`src/hdl/mwo_pkg.sv`:
```
`timescale 1ns / 1ps
// shared types and constants of the mecanum wheel odometry unit
package mwo_pkg;

    // input item: four wheel speeds, signed Q4.12 rad/s
    typedef struct packed {
        logic signed [15:0] front_left_speed;
        logic signed [15:0] front_right_speed;
        logic signed [15:0] rear_left_speed;
        logic signed [15:0] rear_right_speed;
    } mwo_in_t;

    // result item
    typedef struct packed {
        logic signed [15:0] velocity_first_axis;
        logic signed [15:0] velocity_second_axis;
        logic signed [15:0] yaw_rate;
        logic signed [31:0] position_first;
        logic signed [31:0] position_second;
        logic signed [19:0] heading;
        logic        [15:0] speed_magnitude;
    } mwo_out_t;

    // configuration register indexes
    localparam logic [1:0] CFG_LINEAR_GAIN   = 2'd0;
    localparam logic [1:0] CFG_TURN_GAIN     = 2'd1;
    localparam logic [1:0] CFG_SAMPLE_PERIOD = 2'd2;

    // register reset values
    localparam logic [15:0] LINEAR_GAIN_RESET   = 16'd1663;
    localparam logic [15:0] TURN_GAIN_RESET     = 16'd2845;
    localparam logic [23:0] SAMPLE_PERIOD_RESET = 24'd16777;

    // two pi in Q3.16, on the widened internal heading
    localparam logic signed [21:0] HEADING_TWO_PI = 22'sd411775;

    // square root runs one result bit per step, highest step first
    localparam logic [3:0] SQRT_STEP_FIRST = 4'd15;
    localparam logic [3:0] SQRT_STEP_LAST  = 4'd0;

    // operations of the shared multiplier
    typedef enum logic [2:0] {
        OP_VX  = 3'd0,
        OP_VY  = 3'd1,
        OP_WZ  = 3'd2,
        OP_PX  = 3'd3,
        OP_PY  = 3'd4,
        OP_HD  = 3'd5,
        OP_SQX = 3'd6,
        OP_SQY = 3'd7
    } mwo_op_t;

    // controller to datapath commands
    typedef struct packed {
        logic       load_in;
        logic       mul;
        logic       acc;
        logic       sqrt_step;
        logic       wrap;
        logic       publish;
        mwo_op_t    op;
        logic [3:0] step;
    } mwo_cmd_t;

    // datapath to controller status
    typedef struct packed {
        logic out_free;
    } mwo_status_t;

endpackage

```
`src/hdl/mwo_dp.sv`:
```
`timescale 1ns / 1ps
// datapath: config registers, shared multiplier, pose state, square root, output register
module mwo_dp
    import mwo_pkg::*;
(
    input  logic         clk,
    input  logic         rst_n,
    input  logic         cfg_valid,
    input  logic [1:0]   cfg_index,
    input  logic [23:0]  cfg_data,
    input  mwo_in_t      in_data,
    input  mwo_cmd_t     cmd,
    output mwo_status_t  status,
    output logic         out_valid,
    input  logic         out_ready,
    output mwo_out_t     out_data
);

    // divide by a power of two, rounding half away from zero
    function automatic logic signed [42:0] shr_round(input logic signed [42:0] v,
                                                     input logic [4:0] sh);
        logic        neg;
        logic [42:0] mag;
        logic [42:0] r;
        neg = v[42];
        mag = neg ? 43'(-v) : 43'(v);
        r   = (mag + (43'd1 << (sh - 5'd1))) >> sh;
        return neg ? -$signed(r) : $signed(r);
    endfunction

    function automatic logic signed [15:0] sat16(input logic signed [42:0] v);
        logic signed [15:0] s;
        if (v > 43'sd32767)
            s = 16'sh7fff;
        else if (v < -43'sd32768)
            s = 16'sh8000;
        else
            s = 16'(v);
        return s;
    endfunction

    function automatic logic signed [31:0] sat32(input logic signed [42:0] v);
        logic signed [31:0] s;
        if (v > 43'sd2147483647)
            s = 32'sh7fffffff;
        else if (v < -43'sd2147483648)
            s = 32'sh80000000;
        else
            s = 32'(v);
        return s;
    endfunction

    logic [15:0] linear_gain_reg;
    logic [15:0] turn_gain_reg;
    logic [23:0] sample_period_reg;

    logic signed [17:0] sum_first_reg;
    logic signed [17:0] sum_second_reg;
    logic signed [17:0] sum_turn_reg;

    logic signed [15:0] v_first_reg;
    logic signed [15:0] v_second_reg;
    logic signed [15:0] wz_reg;
    logic signed [15:0] last_first_reg;
    logic signed [15:0] last_second_reg;

    logic signed [31:0] pose_first_reg;
    logic signed [31:0] pose_second_reg;
    logic signed [21:0] heading_reg;
    logic signed [21:0] heading_next;

    logic signed [42:0] prod_reg;
    logic signed [42:0] prod_next;
    logic signed [17:0] mul_a;
    logic signed [24:0] mul_b;

    logic [31:0] rem_reg;
    logic [31:0] res_reg;
    logic [31:0] sqrt_bit;
    logic [31:0] sqrt_trial;

    logic [4:0]         rnd_shift;
    logic signed [42:0] rnd;
    logic signed [42:0] pose_first_sum;
    logic signed [42:0] pose_second_sum;

    logic     out_valid_reg;
    mwo_out_t out_reg;

    // configuration writes
    always_ff @(posedge clk or negedge rst_n)
    begin
        if (!rst_n)
        begin
            linear_gain_reg   <= LINEAR_GAIN_RESET;
            turn_gain_reg     <= TURN_GAIN_RESET;
            sample_period_reg <= SAMPLE_PERIOD_RESET;
        end
        else if (cfg_valid)
        begin
            unique case (cfg_index)
                CFG_LINEAR_GAIN:   linear_gain_reg   <= cfg_data[15:0];
                CFG_TURN_GAIN:     turn_gain_reg     <= cfg_data[15:0];
                CFG_SAMPLE_PERIOD: sample_period_reg <= cfg_data;
                default:           ;
            endcase
        end
    end

    // wheel sign patterns, formed once per item
    always_ff @(posedge clk)
    begin
        if (cmd.load_in)
        begin
            sum_first_reg  <= 18'(in_data.front_left_speed) - 18'(in_data.front_right_speed)
                            - 18'(in_data.rear_left_speed) + 18'(in_data.rear_right_speed);
            sum_second_reg <= 18'(in_data.front_left_speed) + 18'(in_data.front_right_speed)
                            + 18'(in_data.rear_left_speed) + 18'(in_data.rear_right_speed);
            sum_turn_reg   <= 18'(in_data.front_right_speed) - 18'(in_data.front_left_speed)
                            - 18'(in_data.rear_left_speed) + 18'(in_data.rear_right_speed);
        end
    end

    // multiplier operand select
    always_comb
    begin
        unique case (cmd.op)
            OP_VX:
            begin
                mul_a = sum_first_reg;
                mul_b = $signed({9'd0, linear_gain_reg});
            end
            OP_VY:
            begin
                mul_a = sum_second_reg;
                mul_b = $signed({9'd0, linear_gain_reg});
            end
            OP_WZ:
            begin
                mul_a = sum_turn_reg;
                mul_b = $signed({9'd0, turn_gain_reg});
            end
            OP_PX:
            begin
                mul_a = 18'(last_first_reg) + 18'(v_first_reg);
                mul_b = $signed({1'b0, sample_period_reg});
            end
            OP_PY:
            begin
                mul_a = 18'(last_second_reg) + 18'(v_second_reg);
                mul_b = $signed({1'b0, sample_period_reg});
            end
            OP_HD:
            begin
                mul_a = 18'(wz_reg);
                mul_b = $signed({1'b0, sample_period_reg});
            end
            OP_SQX:
            begin
                mul_a = 18'(v_first_reg);
                mul_b = 25'(v_first_reg);
            end
            OP_SQY:
            begin
                mul_a = 18'(v_second_reg);
                mul_b = 25'(v_second_reg);
            end
            default:
            begin
                mul_a = '0;
                mul_b = '0;
            end
        endcase
    end

    // shared multiplier, registered
    assign prod_next = mul_a * mul_b;

    always_ff @(posedge clk)
    begin
        if (cmd.mul)
            prod_reg <= prod_next;
    end

    // rounding shift per operation
    always_comb
    begin
        case (cmd.op) inside
            OP_PX, OP_PY: rnd_shift = 5'd21;
            OP_HD:        rnd_shift = 5'd20;
            default:      rnd_shift = 5'd16;
        endcase
    end

    assign rnd             = shr_round(prod_reg, rnd_shift);
    assign pose_first_sum  = 43'(pose_first_reg) + rnd;
    assign pose_second_sum = 43'(pose_second_reg) + rnd;

    // square root step values
    assign sqrt_bit   = 32'd1 << {cmd.step, 1'b0};
    assign sqrt_trial = res_reg + sqrt_bit;

    // one wrap step by two pi
    always_comb
    begin
        if (heading_reg >= HEADING_TWO_PI)
            heading_next = heading_reg - HEADING_TWO_PI;
        else if (heading_reg < -HEADING_TWO_PI)
            heading_next = heading_reg + HEADING_TWO_PI;
        else
            heading_next = heading_reg;
    end

    // velocities and square root working registers
    always_ff @(posedge clk)
    begin
        if (cmd.acc)
        begin
            case (cmd.op)
                OP_VX:  v_first_reg  <= sat16(rnd);
                OP_VY:  v_second_reg <= sat16(rnd);
                OP_WZ:  wz_reg       <= sat16(rnd);
                OP_SQX: rem_reg      <= prod_reg[31:0];
                OP_SQY:
                begin
                    rem_reg <= rem_reg + prod_reg[31:0];
                    res_reg <= '0;
                end
                default: ;
            endcase
        end
        else if (cmd.sqrt_step)
        begin
            if (rem_reg >= sqrt_trial)
            begin
                rem_reg <= rem_reg - sqrt_trial;
                res_reg <= (res_reg >> 1) + sqrt_bit;
            end
            else
            begin
                res_reg <= res_reg >> 1;
            end
        end
    end

    // pose and previous velocity state
    always_ff @(posedge clk or negedge rst_n)
    begin
        if (!rst_n)
        begin
            pose_first_reg  <= '0;
            pose_second_reg <= '0;
            heading_reg     <= '0;
            last_first_reg  <= '0;
            last_second_reg <= '0;
        end
        else
        begin
            if (cmd.acc)
            begin
                case (cmd.op)
                    OP_PX:   pose_first_reg  <= sat32(pose_first_sum);
                    OP_PY:   pose_second_reg <= sat32(pose_second_sum);
                    OP_HD:   heading_reg     <= heading_reg + 22'(rnd);
                    default: ;
                endcase
            end
            else if (cmd.wrap)
            begin
                heading_reg <= heading_next;
            end
            if (cmd.publish)
            begin
                last_first_reg  <= v_first_reg;
                last_second_reg <= v_second_reg;
            end
        end
    end

    // output item register
    always_ff @(posedge clk or negedge rst_n)
    begin
        if (!rst_n)
            out_valid_reg <= 1'b0;
        else if (cmd.publish)
            out_valid_reg <= 1'b1;
        else if (out_ready)
            out_valid_reg <= 1'b0;
    end

    always_ff @(posedge clk)
    begin
        if (cmd.publish)
        begin
            out_reg.velocity_first_axis  <= v_first_reg;
            out_reg.velocity_second_axis <= v_second_reg;
            out_reg.yaw_rate             <= wz_reg;
            out_reg.position_first       <= pose_first_reg;
            out_reg.position_second      <= pose_second_reg;
            out_reg.heading              <= heading_reg[19:0];
            out_reg.speed_magnitude      <= res_reg[15:0];
        end
    end

    assign out_valid       = out_valid_reg;
    assign out_data        = out_reg;
    assign status.out_free = !out_valid_reg || out_ready;

    // a publish always leaves a valid item
    assert property (@(posedge clk) disable iff (!rst_n)
        cmd.publish |=> out_valid_reg)
        else $error("result not registered after publish");

    // never overwrite an item that was not taken
    assert property (@(posedge clk) disable iff (!rst_n)
        cmd.publish |-> (!out_valid_reg || out_ready))
        else $error("pending item overwritten");

    // heading is wrapped back into range before it is published
    assert property (@(posedge clk) disable iff (!rst_n)
        cmd.publish |-> (heading_reg >= -HEADING_TWO_PI && heading_reg < HEADING_TWO_PI))
        else $error("heading out of range at publish");

endmodule

```
`src/hdl/mwo_ctrl.sv`:
```
`timescale 1ns / 1ps
// controller: sequences the multiplier operations, square root steps and publish
module mwo_ctrl
    import mwo_pkg::*;
(
    input  logic        clk,
    input  logic        rst_n,
    input  logic        in_valid,
    output logic        in_ready,
    input  mwo_status_t status,
    output mwo_cmd_t    cmd
);

    typedef enum logic [4:0] {
        ST_IDLE = 5'b00001,
        ST_MULT = 5'b00010,
        ST_ACC  = 5'b00100,
        ST_SQRT = 5'b01000,
        ST_FIN  = 5'b10000
    } state_t;

    state_t     state_reg;
    state_t     state_next;
    mwo_op_t    op_reg;
    mwo_op_t    op_next;
    logic [3:0] step_reg;
    logic [3:0] step_next;

    // next operation in the fixed order
    function automatic mwo_op_t next_op(input mwo_op_t op);
        mwo_op_t n;
        unique case (op)
            OP_VX:   n = OP_VY;
            OP_VY:   n = OP_WZ;
            OP_WZ:   n = OP_PX;
            OP_PX:   n = OP_PY;
            OP_PY:   n = OP_HD;
            OP_HD:   n = OP_SQX;
            OP_SQX:  n = OP_SQY;
            default: n = OP_VX;
        endcase
        return n;
    endfunction

    // state transitions and commands
    always_comb
    begin
        state_next    = state_reg;
        op_next       = op_reg;
        step_next     = step_reg;
        cmd           = '0;
        cmd.op        = op_reg;
        cmd.step      = step_reg;
        in_ready      = 1'b0;
        unique case (state_reg)
            ST_IDLE:
            begin
                in_ready = 1'b1;
                if (in_valid)
                begin
                    cmd.load_in = 1'b1;
                    op_next     = OP_VX;
                    state_next  = ST_MULT;
                end
            end
            ST_MULT:
            begin
                cmd.mul    = 1'b1;
                state_next = ST_ACC;
            end
            ST_ACC:
            begin
                cmd.acc = 1'b1;
                if (op_reg == OP_SQY)
                begin
                    step_next  = SQRT_STEP_FIRST;
                    state_next = ST_SQRT;
                end
                else
                begin
                    op_next    = next_op(op_reg);
                    state_next = ST_MULT;
                end
            end
            ST_SQRT:
            begin
                cmd.sqrt_step = 1'b1;
                cmd.wrap      = 1'b1;
                if (step_reg == SQRT_STEP_LAST)
                    state_next = ST_FIN;
                else
                    step_next = step_reg - 4'd1;
            end
            ST_FIN:
            begin
                if (status.out_free)
                begin
                    cmd.publish = 1'b1;
                    state_next  = ST_IDLE;
                end
            end
            default:
            begin
                state_next = ST_IDLE;
            end
        endcase
    end

    always_ff @(posedge clk or negedge rst_n)
    begin
        if (!rst_n)
        begin
            state_reg <= ST_IDLE;
            op_reg    <= OP_VX;
            step_reg  <= SQRT_STEP_FIRST;
        end
        else
        begin
            state_reg <= state_next;
            op_reg    <= op_next;
            step_reg  <= step_next;
        end
    end

    // an accepted item starts with the first velocity product
    assert property (@(posedge clk) disable iff (!rst_n)
        (in_valid && in_ready) |=> (state_reg == ST_MULT && op_reg == OP_VX))
        else $error("item accepted without starting the sequence");

    // the last product hands over to the full square root run
    assert property (@(posedge clk) disable iff (!rst_n)
        (state_reg == ST_ACC && op_reg == OP_SQY)
            |=> (state_reg == ST_SQRT && step_reg == SQRT_STEP_FIRST))
        else $error("square root not started from its first step");

    // publish returns to idle
    assert property (@(posedge clk) disable iff (!rst_n)
        cmd.publish |=> state_reg == ST_IDLE)
        else $error("no return to idle after publish");

endmodule

```
`src/hdl/mecanum_wheel_odometry_unit.sv`:
```
`timescale 1ns / 1ps
// top level of the mecanum wheel odometry unit
//
// Takes one item of four wheel speeds and returns one item with body velocities,
// yaw rate, trapezoid-integrated position, wrapped heading and speed. An item
// is accepted, then eight products share one 18x25 multiplier, each with an
// operand select and multiply step followed by a round, saturate and
// accumulate step; the speed square root then produces one result bit per
// step, and the result is published to the output register. A new item is
// accepted in the cycle after publish, while the finished result waits in the
// output register; it only waits further when that register is still held by
// an untaken result. Configuration writes are taken in any cycle and reset
// restores the default gains and period and clears the pose.
module mecanum_wheel_odometry_unit
    import mwo_pkg::*;
(
    input  logic        clk,
    input  logic        rst_n,
    input  logic        cfg_valid,
    output logic        cfg_ready,
    input  logic [1:0]  cfg_index,
    input  logic [23:0] cfg_data,
    input  logic        in_valid,
    output logic        in_ready,
    input  mwo_in_t     in_data,
    output logic        out_valid,
    input  logic        out_ready,
    output mwo_out_t    out_data
);

    mwo_cmd_t    cmd;
    mwo_status_t status;

    // configuration always accepted
    assign cfg_ready = 1'b1;

    mwo_ctrl u_ctrl (
        .clk      (clk),
        .rst_n    (rst_n),
        .in_valid (in_valid),
        .in_ready (in_ready),
        .status   (status),
        .cmd      (cmd)
    );

    mwo_dp u_dp (
        .clk       (clk),
        .rst_n     (rst_n),
        .cfg_valid (cfg_valid),
        .cfg_index (cfg_index),
        .cfg_data  (cfg_data),
        .in_data   (in_data),
        .cmd       (cmd),
        .status    (status),
        .out_valid (out_valid),
        .out_ready (out_ready),
        .out_data  (out_data)
    );

endmodule

```
`config.mk`:
```
export PLATFORM = sky130hd
export DESIGN_NAME = mecanum_wheel_odometry_unit
export DESIGN_NICKNAME = d
export VERILOG_FILES = /design/src/hdl/mwo_pkg.sv /design/src/hdl/mwo_dp.sv /design/src/hdl/mwo_ctrl.sv /design/src/hdl/mecanum_wheel_odometry_unit.sv
export SDC_FILE = /design/constraint.sdc
export NUM_CORES = 2
export LEC_CHECK = 0
export BUFFER_PORTS_ARGS = -buffer_cell sky130_fd_sc_hd__buf_2
export CORE_AREA = 4 4 257 448
export CTS_CLUSTER_SIZE = 14
export DETAILED_ROUTE_END_ITERATION = 10
export DIE_AREA = 0 0 261 452
export GPL_ROUTABILITY_DRIVEN = 1
export PLACE_DENSITY = 0.67
export SYNTH_ARGS = -nofsm -noshare
export SYNTH_HDL_FRONTEND = slang
export SYNTH_SLANG_ARGS = --single-unit
```
`constraint.sdc`:
```
create_clock -name clk -period 24.1 [get_ports clk]
set_input_delay 1.205 -clock clk [delete_from_list [all_inputs] [get_ports clk]]
set_output_delay 1.205 -clock clk [all_outputs]
set_load 0.01 [all_outputs]
```
Word-level counts from Yosys, hierarchy flattened
Index checks and enable logic that the tools add are counted.
{"block": "totals", "elab_cells": 165, "out_inout_bits": 151, "input_bits": 95, "regBits": 544}
{"block": "classes", "order_cmp": 9, "mul": 1, "n_eq_ne": 23, "n_shift": 3, "mux": 47, "reduce_logical": 29, "addsub": 25}
{"operator": "two-way mux 32 bit", "n": 11}
{"operator": "case mux 18 bit (8 select lines)", "n": 1}
{"operator": "case mux 25 bit (5 select lines)", "n": 1}
{"operator": "two-way mux 22 bit", "n": 5}
{"operator": "adder 32 x 43 -> 43 bit", "n": 2}
{"operator": "greater-than comparator 43 x 32 -> 1 bit, second input constant", "n": 2}
{"operator": "< comparator 43 x 32 -> 1 bit, second input constant", "n": 2}
{"operator": "two-way mux 43 bit", "n": 2}
{"operator": "negator 43 bit", "n": 2}
{"operator": "adder 32 bit", "n": 2}
{"operator": "case mux 32 bit (2 select lines)", "n": 1}
{"operator": "adder 18 x 16 -> 18 bit", "n": 3}
{"operator": "adder 16 x 16 -> 17 bit", "n": 3}
{"operator": "adder 43 bit", "n": 1}
{"operator": "greater-than comparator 43 x 16 -> 1 bit, second input constant", "n": 1}
{"operator": "< comparator 43 x 16 -> 1 bit, second input constant", "n": 1}
{"operator": "multiplier 18 x 25 -> 43 bit", "n": 1}
{"operator": "<< shifter 1 x 5 -> 43 bit, first input constant", "n": 1}
{"operator": "right shift 43 x 5 -> 43 bit", "n": 1}
{"operator": "subtractor 17 x 16 -> 18 bit", "n": 2}
{"operator": "subtractor 16 x 16 -> 17 bit", "n": 2}
{"operator": "adder 31 x 32 -> 32 bit", "n": 1}
{"operator": "greater-or-equal comparator 32 bit", "n": 1}
{"operator": "two-way mux 16 bit", "n": 2}
{"operator": "other kinds (43)", "n": 86}

Logic depth before layout (Yosys ltp)
{"block": "logic_depth", "word_depth": 13, "ltp_mapped": 47, "mapped_depth_nobuf": 46}

Hierarchy
From an unflattened synthesis, not the netlist that was laid out.
{"block": "hier_totals", "hier_cells": 5746, "hier_area_um2": 55605.8}
{"mod": "mwo_dp", "cells_per_inst": 5680, "seq_area_each_um2": 15125.8, "instances": 1, "area_per_inst_um2": 54891.4}
{"mod": "mwo_ctrl", "cells_per_inst": 64, "seq_area_each_um2": 306.5, "instances": 1, "area_per_inst_um2": 703.2}
{"mod": "mecanum_wheel_odometry_unit", "cells_per_inst": 2, "seq_area_each_um2": 0.0, "instances": 1, "area_per_inst_um2": 11.3}

Least setup slack after synthesis
No wires, ideal clock.
{"block": "synth_timing", "kind": "register -> register", "from": "reg u_dp.v_first_reg[0]", "to": "reg u_dp.prod_reg[42] (data pin)", "setup_slack_ns": 14.042, "n_path_buf": 1, "stages_incl_launch_ff": 46, "arrival_time_ns": 9.799, "required_time_ns": 23.840, "synth_period_minus_slack_ns": 10.058, "setup_time_ns": 0.260, "path_cell_list": "edfxtp_1 > ha_1 > inv_1 > fa_1 > nor2b_1 > o21ai_0 > a21oi_1 > o21ai_0 > a21boi_0 > o21ai_0 > a21boi_0 > o21ai_0 > a21boi_0 > o21ai_0 > a21oi_1 > o21ai_0 > nand2b_1 > xor2_1 > (+10 left out) > inv_1 > fa_1 > inv_1 > fa_1 > ha_1 > nand3_1 > o41a_1 > a311oi_1 > nor2_1 > a211oi_1 > a41oi_1 > a21oi_1 > a41oi_1 > a2111o_1 > a31oi_1 > a21o_1 > a21oi_1 > xnor2_1"}
{"block": "synth_between", "elab_chain_len": 3, "elab_cells_between_ends": 4, "cone_classes": "1 x add/sub; 1 x mul; 2 x mux"}
{"item": "from (decl)", "line_no": "mwo_dp.sv:61", "source": "logic signed [15:0] v_first_reg;"}
{"item": "from (signal assigned)", "line_no": "mwo_dp.sv:220", "source": "OP_VX: v_first_reg <= sat16(rnd);"}
{"item": "adder 16 x 16 -> 17 bit", "line_no": "mwo_dp.sv:145", "source": "mul_a = 18'(last_first_reg) + 18'(v_first_reg);"}
{"item": "case mux 18 bit (8 select lines)", "line_no": "mwo_dp.sv:127", "source": "unique case (cmd.op)"}
{"item": "multiplier 18 x 25 -> 43 bit *", "line_no": "mwo_dp.sv:177", "source": "assign prod_next = mul_a * mul_b;"}
{"item": "via u_dp.prod_next[42]", "line_no": "mwo_dp.sv:73", "source": "logic signed [42:0] prod_next;"}
{"item": "to (signal assigned)", "line_no": "mwo_dp.sv:182", "source": "prod_reg <= prod_next;"}
{"item": "to (decl)", "line_no": "mwo_dp.sv:72", "source": "logic signed [42:0] prod_reg;"}
The timed path passes the listed nets; every way through them passes the cells marked *.
A chain may end at the register's enable or synchronous reset.

Worst setup path in the final report
{"block": "layout_timing", "from": "reg u_ctrl.op_reg[0]", "to": "reg u_dp.pose_second_reg[1]"}
{"block": "layout_between", "elab_chain_len": 13, "elab_cells_between_ends": 18, "cone_classes": "4 x add/sub; 2 x order compare; 3 x eq/ne; 2 x shift; 5 x mux; 2 x reduce/logical"}
{"item": "from (decl)", "line_no": "mwo_ctrl.sv:24", "source": "mwo_op_t op_reg;"}
{"item": "from (signal assigned)", "line_no": "mwo_ctrl.sv:120", "source": "op_reg <= op_next;"}
{"item": "== test 3 x 2 -> 1 bit (no source line) (tied with other cells)"}
{"item": "OR reduction 2 bit / two-way mux 3 bit (equally long branches)", "line_no": "mwo_dp.sv:188", "source": "case (cmd.op) inside"}
{"item": "two-way mux 5 bit", "line_no": "mwo_dp.sv:188"}
{"item": "subtractor 5 x 1 -> 5 bit", "line_no": "mwo_dp.sv:27", "source": "r = (mag + (43'd1 << (sh - 5'd1))) >> sh;"}
{"item": "<< shifter 1 x 5 -> 43 bit", "line_no": "mwo_dp.sv:27"}
{"item": "adder 43 bit", "line_no": "mwo_dp.sv:27"}
{"item": "right shift 43 x 5 -> 43 bit", "line_no": "mwo_dp.sv:27"}
{"item": "negator 43 bit", "line_no": "mwo_dp.sv:28", "source": "return neg ? -$signed(r) : $signed(r);"}
{"item": "two-way mux 43 bit", "line_no": "mwo_dp.sv:28"}
{"item": "adder 32 x 43 -> 43 bit", "line_no": "mwo_dp.sv:197", "source": "assign pose_second_sum = 43'(pose_second_reg) + rnd;"}
{"item": "< comparator 43 x 32 -> 1 bit", "line_no": "mwo_dp.sv:46", "source": "else if (v < -43'sd2147483648)"}
{"item": "two-way mux 32 bit", "line_no": "mwo_dp.sv:46"}
{"item": "two-way mux 32 bit", "line_no": "mwo_dp.sv:44", "source": "if (v > 43'sd2147483647)"}
{"item": "to (signal assigned)", "line_no": "mwo_dp.sv:263", "source": "OP_PY: pose_second_reg <= sat32(pose_second_sum);"}
{"item": "to (decl)", "line_no": "mwo_dp.sv:68", "source": "logic signed [31:0] pose_second_reg;"}
Parallel ways exist; a longest one is shown, timed or not.

==> results.yml <==
run_status:
  outcome: "finished, final reports clean"
yosys:
  synth_edf_count: 357
  synth.avg_cell_area_sq_um: 9.50
  synth_top_area_share_pct: 19.7
  synth_simple_gate_area_share_pct: 13.7
  mappedNetlistArea_sq_mm: 0.0555
  ys_async_sr_fraction_pct: 34.4
  synth_common_cells: "inv_1, nand2_1, fa_1"
  ys_top_cells_by_area: "fa_1, edfxtp_1, ha_1, dfrtp_1, inv_1"
  yosysMostFrequentCell: "inv_1"
  ys.flop_type: "edfxtp_1"
  synth-seq-area-share_pct: 27.8
  ys_seq_elements: 544
  ys_types: 103
  muxShareOfSynthArea_pct: 1.72
  synthAdderAreaFrac_pct: 29.3
  synthXorXnorAreaFrac_pct: 6.06
  synth-compound-area-share_pct: 15.3
  yosysWarnings: 0
  synth_top_family_by_area: "adder cells"
  synth_top_area_cell: "fa_1"
  synth_cells: 5849
sta:
  hold_viol: 0
  maxSlewViolCount: 0
  fin_crit_sh_pct: 51.8
  setup_viol_count_final: 0
  fmax_mhz: 80.1
  tns_ns: 0
  slew_headroom_pct: 15.1
  rsz0062_at_grt: "false"
  period_needed_ns: 12.48
  fin_worst_skew_ns: 0.0781
  worstMarginPinSlew_ns: 1.27
drt:
  top_layer: "met5"
  vias: 44400
  drt-wirelength-per-cell_um: 21.9
  met2WireLength_um: 85900
  drc: 0
  via_per_inst: 5.87
  dr_wl_met3_um: 8420
  met1_length_um: 58100
  drtIter0Drc: 3218
  wirelength_um: 166000
  drt_first_pass_iters: 6
  drtAntennaViolNets: 0
die:
  die_x_um: 261
  io_pins: 246
  dieArea_sq_mm: 0.118
  initial_core_util_pct: 49.9
  rows: 162
  die_h_um: 452
  design.core.area_sq_mm: 0.111
worst_setup_path:
  end_kind: "flop"
  worst-path-buf-inv: 7
  cpMaxStageDelayCell: "nor3_1"
  rr_startpoint: "u_ctrl.op_reg[0]"
  crit_top_cell: "buf_4"
  startpoint_type: "flop"
  arrival_ns: 13.05
  cpPeakStageDelay_ns: 1.01
  crit_fanout: 52
  required_ns: 24.66
  startpoint: "u_ctrl.op_reg[0]"
  cp_top_family: "compound AO/OA/AOI/OAI gates"
  crit_type: "reg -> reg"
global_routing:
  grt_max_degree: 108
  first_global_vias: 46000
  grt-ovfl-total: 0
  grtUsageTotal_pct: 28.0
  grt_antenna_before_repair: 6
  grt_pass1_wl_um: 256000
cts:
  cts_max_level: 2
  ctsResizeCount: 0
  cts_root_buf: "clkbuf_16"
  clockBufferDepth: 3
  clk_latency_ns: 0.68
  ctsHoldBuffers: 0
  post_cts_buffers: 0
  cts_tree: "done"
  clk_pin_slew_worst_paths_ns: 0.06
  cts.sinks: 544
  cts_buffers: 56
placed_design:
  port_buffers: 244
  gp_congestion: 0.948
  dpl.hpwl_um: 133000
cells_and_area:
  syn2layout_area_growth_pct: 9.04
  drive_gt1_share_pct: 10.4
  largest_reg_flops: 148
  final_nets: 7107
  fillers: 9915
flow_run:
  max_cap_viol_count: 0
min_path:
  min_path_type: "reg -> reg"
  holdCritStartpoint: "u_dp.wz_reg[11]"
==> layer usage <==
| metal | up-vias | global-route usage, % |
|---|---|---|
| met1 | 21800 | 31.0 |
| met2 | 1597 | 51.0 |
| met5 | - | 0 |
| li1 | 20400 | - |
| met3 | 539 | 2.65 |
| met4 | 2 | 18.0 |
==> cells in the final DEF (no fill, tap or decap), types with 45 or more instances in the layout <==
| cell type | synthesis | final |
|---|---|---|
| clkbuf_16 | 0 | 58 |
| xnor2_1 | 245 | 245 |
| fa_1 | 547 | 547 |
| nand2_1 | 666 | 665 |
| nor2b_1 | 55 | 55 |
| mux2_2 | 69 | 69 |
| buf_4 | 4 | 90 |
| ha_1 | 426 | 426 |
| edfxtp_1 | 357 | 357 |
| and2_1 | 46 | 45 |
| nor2_1 | 419 | 416 |
| o21a_1 | 49 | 49 |
| dfrtp_1 | 161 | 160 |
| nand3_1 | 77 | 76 |
| nand2b_1 | 60 | 59 |
| a21o_1 | 68 | 68 |
| o21ai_0 | 288 | 286 |
| a211oi_1 | 75 | 75 |
| nor3_1 | 124 | 124 |
| a21oi_1 | 399 | 397 |
| inv_1 | 679 | 677 |
| xor2_1 | 132 | 132 |
| buf_2 | 12 | 243 |
| o21bai_1 | 52 | 52 |
| or3_1 | 47 | 47 |
| a31oi_1 | 53 | 51 |
==> logic make-up after synthesis <==
family                   after synthesis
other                                  2
AND/OR/NAND/NOR                     1666
multiplexers                          82
flip-flops                           544
buffers and inverters                894
adder cells (fa/ha/maj)              973
XOR/XNOR                             380
AO/OA/AOI/OAI                       1308
==> final cells by class <==
class	instances	area, sq um	area share, %
Timing Repair Buffer	334	1910	3.15
Tap cell	1476	1850	3.05
Multi-Input combinational cell	4422	36900	60.9
Sequential cell	544	15400	25.5
Inverter	681	2560	4.23
Clock inverter	38	433	0.715
Antenna cell	1	2.50	0.00413
Clock buffer	68	1520	2.51
==> worst reg2reg max path: cells and delay by family, from the launching register on <==
family	cells	cell delay [ns]
AO/OA/AOI/OAI	16	4.92
XOR/XNOR	2	0.32
AND/OR/NAND/NOR	12	3.95
buffers and inverters	7	1.93
flip-flops	1	0.38
adder cells (fa/ha/maj)	2	0.95
==> final timing paths <==
check | cells past startpoint | slack [ns] | to
worst max-delay path | 39 | 11.62 | u_dp.pose_second_reg[1]
min in group asynchronous | 1 | 0.59 | u_dp.last_first_reg[8]
worst min-delay path | 0 | 0.47 | u_dp.out_data[111]
worst min register to register | 0 | 0.47 | u_dp.out_data[111]
worst max register to register | 39 | 11.62 | u_dp.pose_second_reg[1]
max in group asynchronous | 2 | 22.04 | u_dp.heading_reg[6]
==> through the flow <==
step	std cells	instance area (sq um)	setup WS, ns	util, %	hold slack (ns)
finish	7564	60600	11.62	54.4	0.474
global route	7563	60600	10.77	54.4	0.486
CTS	7563	60600	11.91	54.4	0.470
detailed placement	7457	58600	11.89	52.7	0.449
global placement	7457	58600	12.07	52.7	0.455
floorplan	5860	55600	14.04	-	0.421
Power is left out: the tool's default activity adds up to more than one toggle a clock period on the data nets, which glitch-free logic cannot reach.
